$ cat src/rtl/ara_pkg.sv
// Shared types and constants for the address range allocator.
// Used by ara_table and address_range_allocator; no other dependencies.
package ara_pkg;

  localparam int unsigned PAGE_NUM_BITS = 36;
  localparam int unsigned PN_W = PAGE_NUM_BITS;
  localparam int unsigned SZ_W = 37;
  localparam int unsigned GAP_LIMIT = 1024;

  localparam logic CFG_SPACE_BASE = 1'b0;
  localparam logic CFG_SPACE_SIZE = 1'b1;

  typedef enum logic [1:0] {
    OP_PLACE = 2'd0,
    OP_ALLOC = 2'd1,
    OP_FIND  = 2'd2,
    OP_FREE  = 2'd3
  } op_t;

  typedef enum logic [2:0] {
    ST_OK       = 3'd0,
    ST_RANGE    = 3'd1,
    ST_NOSPACE  = 3'd2,
    ST_NOTFOUND = 3'd3,
    ST_FULL     = 3'd4
  } result_code_t;

  typedef enum logic [3:0] {
    S_IDLE,
    S_SCAN_RD,
    S_SCAN,
    S_ALLOC_RD,
    S_ALLOC,
    S_ALLOC_AL,
    S_SHIFT_RD,
    S_SHIFT,
    S_DONE
  } state_t;

endpackage

$ cat src/rtl/ara_table.sv
// Range table memory: start and length arrays, one write and one read port.
// Depends on ara_pkg for field widths.
module ara_table #(
  parameter int unsigned MAX_RANGES = 64,
  parameter int unsigned IDX_W = 6
) (
  input  logic                     clk,
  input  logic                     we,
  input  logic [IDX_W-1:0]         waddr,
  input  logic [ara_pkg::PN_W-1:0] wstart,
  input  logic [ara_pkg::SZ_W-1:0] wlen,
  input  logic [IDX_W-1:0]         raddr,
  output logic [ara_pkg::PN_W-1:0] rstart,
  output logic [ara_pkg::SZ_W-1:0] rlen
);

  logic [ara_pkg::PN_W-1:0] mem_start [MAX_RANGES];
  logic [ara_pkg::SZ_W-1:0] mem_len [MAX_RANGES];

  always_ff @(posedge clk) begin
    if (we) begin
      mem_start[waddr] <= wstart;
      mem_len[waddr] <= wlen;
    end
    rstart <= mem_start[raddr];
    rlen <= mem_len[raddr];
  end

endmodule

$ cat config.mk
export PLATFORM = sky130hd
export DESIGN_NAME = ara_table
export DESIGN_NICKNAME = d
export VERILOG_FILES = /design/src/rtl/ara_pkg.sv /design/src/rtl/ara_table.sv
export SDC_FILE = /design/constraint.sdc
export NUM_CORES = 2
export LEC_CHECK = 0
export BUFFER_PORTS_ARGS = -buffer_cell sky130_fd_sc_hd__buf_2
export CAP_MARGIN = 25
export CELL_PAD_IN_SITES_DETAIL_PLACEMENT = 1
export CELL_PAD_IN_SITES_GLOBAL_PLACEMENT = 1
export CORE_ASPECT_RATIO = 0.75
export CORE_MARGIN = 3
export CORE_UTILIZATION = 45
export CTS_CLUSTER_SIZE = 14
export DETAILED_ROUTE_END_ITERATION = 10
export GPL_ROUTABILITY_DRIVEN = 0
export PLACE_DENSITY_LB_ADDON = 0.08
export REMOVE_ABC_BUFFERS = 1
export SYNTH_ARGS = -nofsm -noshare
export SYNTH_HDL_FRONTEND = slang
export SYNTH_MEMORY_MAX_BITS = 65536
export SYNTH_SLANG_ARGS = --single-unit
export TNS_END_PERCENT = 30
$ cat constraint.sdc
create_clock -name clk -period 7.2 [get_ports clk]
set_input_delay 1.44 -clock clk [delete_from_list [all_inputs] [get_ports clk]]
set_output_delay 1.44 -clock clk [all_outputs]
set_load 0.005 [all_outputs]
==> impl_metrics.env <==
export IMPL_status="completed"
export IMPL_cp_start_kind="input pin"
export IMPL_yosysSeqAreaShare_pct=79.77
export IMPL_stdcell_area_sq_um=202800
export IMPL_hold_viol_final=0
export IMPL_power_leakage_nw=62.91
export IMPL_grt_pass1_wl_mm=748.3
export IMPL_critPathTopFamily="buffers and inverters"
export IMPL_utilization_pct=51.69
export IMPL_chipHeight_um=550.2
export IMPL_wl_per_cell_um=40.23
export IMPL_layout_cells_non_filler=13560
export IMPL_drive_gt1_share_pct=28.79
export IMPL_cp_arrival_ns=4.74
export IMPL_max_freq_ghz=0.2594
export IMPL_synth_cell_types=27
export IMPL_rows=199
export IMPL_synth_warnings=0
export IMPL_nets=8016
export IMPL_setup_tns_final_ns=0
export IMPL_finalSetupViolCount=0
export IMPL_finalWorstSetupSlack_ns=3.345
export IMPL_htree_levels=5
export IMPL_post_cts_resized=0
export IMPL_antenna_found_initial=29
export IMPL_cts_setup_buffers=0
export IMPL_grtUsageTotal_pct=26.84
export IMPL_crit_type="in -> reg"
export IMPL_first_pass_iters=5
export IMPL_timing_final_crit_share_pct=53.54
export IMPL_crit_top_cell="buf_12"
export IMPL_cts_root_buf="clkbuf_16"
export IMPL_place_inst=12630
export IMPL_drtIter0Drc=12470
export IMPL_synth_cells=7400
export IMPL_grt_max_degree=106
export IMPL_syn_cell_area_sq_um=177700
export IMPL_clockBufferDepth=4
export IMPL_holdWs_ns=0.6655
export IMPL_start_util_pct=45.28
export IMPL_worst_slew_pin_slew_ns=1.237
export IMPL_drv_cap=0
export IMPL_grt_overflow_total=0
export IMPL_port_buffers=159
export IMPL_area_growth_pct=14.14
export IMPL_ctsHoldBuffers=0
export IMPL_dpl_cell_area_sq_um=186700
export IMPL_crit_chain="buf_12 > buf_12 > buf_4 > mux4_2 > a22oi_1 > nand3_1 > o211a_1"
export IMPL_path_buf_inv=3
export IMPL_io_pins=160
export IMPL_grt_util_met1_pct=41.62
export IMPL_critPathSlowestCell="mux4_2"
export IMPL_fin_worst_skew_ns=0.05800
export IMPL_drc_errors=0
export IMPL_cts_sinks=4745
export IMPL_hp_start="wstart[29]"
export IMPL_met3_usage_pct=3.797
export IMPL_worstSetupStartpoint="raddr[0]"
export IMPL_nFillCells=33380
export IMPL_max_stage_delay_ns=0.57
export IMPL_rr_startpoint="mem_start[3][18]"
export IMPL_core_sq_um=392400
export IMPL_dpl_hpwl_mm=285.7
export IMPL_wirelength_mm=545.4
export IMPL_worstHoldPathType="in -> reg"
export IMPL_grt_pass1_vias=88150
export IMPL_crit_path_max_fanout=74
export IMPL_power_mw=57.62
export IMPL_period_minus_slack_ns=3.855
export IMPL_cp_required_ns=8.08
export IMPL_use_met2_pct=40.85
export IMPL_synth_seq_cells=4745
export IMPL_avgViaCountPerCell=6.398
export IMPL_slew_headroom_pct=17.56
export IMPL_cp_end_kind="register"
export IMPL_slew_viol_final=0
export IMPL_die_w_um=731.6
export IMPL_rsz0062_at_grt="false"
export IMPL_peakVddDrop_mv=0.2227
export IMPL_vias=86750
export IMPL_avgSynthCellArea_sq_um=24.01
export IMPL_pre_cts_ws_ns=2.343
export IMPL_cellPowerDensity_nw_per_um2=284.1
export IMPL_cts_buffers=462
export IMPL_dieArea_sq_um=402500
export IMPL_clk_latency_ns=1.01
export IMPL_clkTransAtPathRegs_ns=0.06
export IMPL_grt_busiest_layer="met1"
export IMPL_final_antenna_net_count=0
export IMPL_tritoncts="built"
placed cells by master (no fill, tap or decap), drive strengths merged, types with 73 or more instances in the layout:
master | synthesis | final
clkbuf | 155 | 596
o22ai | 145 | 145
buf | 268 | 488
nor2 | 120 | 120
o211a | 73 | 73
clkinv | 0 | 194
a22oi | 292 | 292
mux4 | 1168 | 1168
mux2i | 118 | 118
dfxtp | 73 | 73
edfxtp | 4672 | 4672
nand3 | 129 | 129
final timing paths:
kind	to	slack [ns]	cells past startpoint
setup reg to reg	rstart[18]	5.09	4
hold reg to reg	rlen[5]	0.82	4
hold / removal	mem_start[48][29]	0.67	1
setup / recovery	rlen[24]	3.34	7
cell type report:
cell class              count  area, sq um  area share (%)
multi-input cells        2232        34390           16.96
diodes                      9        22.52         0.01110
flip-flops and latches   4745       141800           69.89
well taps                5226         6539           3.224
clock inverters           262         2500           1.233
repair buffers            488         5170           2.549
clock buffers             596        12440           6.136
worst reg2reg max path, stage by stage (launching register included):
cell and delay (ns):
edfxtp_1 0.36, mux4_2 0.49, a22oi_1 0.56, nand3_1 0.34, o211a_1 0.25
report_power, final:
part           switching, mW  internal (mW)  total, mW
sequential             0.115           30.6       30.7
combinational           1.72           1.02       2.74
clock                   10.5           13.7       24.2
state kept, by name, summed over array words and instances, names as in the netlist:
register / flops
mem_len: 2368
mem_start: 2304
rstart: 36
rlen: 37
logic make-up after synthesis:
kind of cell | Yosys count | share of synthesized area (%)
DFF | 4745 | 79.77
muxes | 1286 | 15.47
AOI/OAI and AO/OA | 634 | 2.716
buffers and inverters | 423 | 1.189
and+or+nand+nor | 312 | 0.8527
layer usage:
layer,share of wire [%],wire length (um)
met1,44,241000
met4,2.4,12990
met3,7.9,42900
met2,46,248600
met5,0,0
cell usage after synthesis (all sizes together):
library cell  number  area [sq um]
a211oi            72         540.5
a221oi             1         8.760
a22oi            292          2192
and2               3         18.77
buf              268          1530
clkbuf           155         581.8
dfxtp             73          1461
edfxtp          4672        140300
mux2i            118          1181
mux4            1168         26310
nand2              8         30.03
nand2b             6         37.54
nand3            129         645.6
nand3b            28         210.2
nand4              1         6.260
nor2             120         450.4
nor2b              8         50.05
o211a             73         730.7
o221ai            51         446.7
o22ai            145         907.1
or2                2         12.51
or3                3         18.77
or3b               4         35.04
Power figures use the tool's default switching activity.
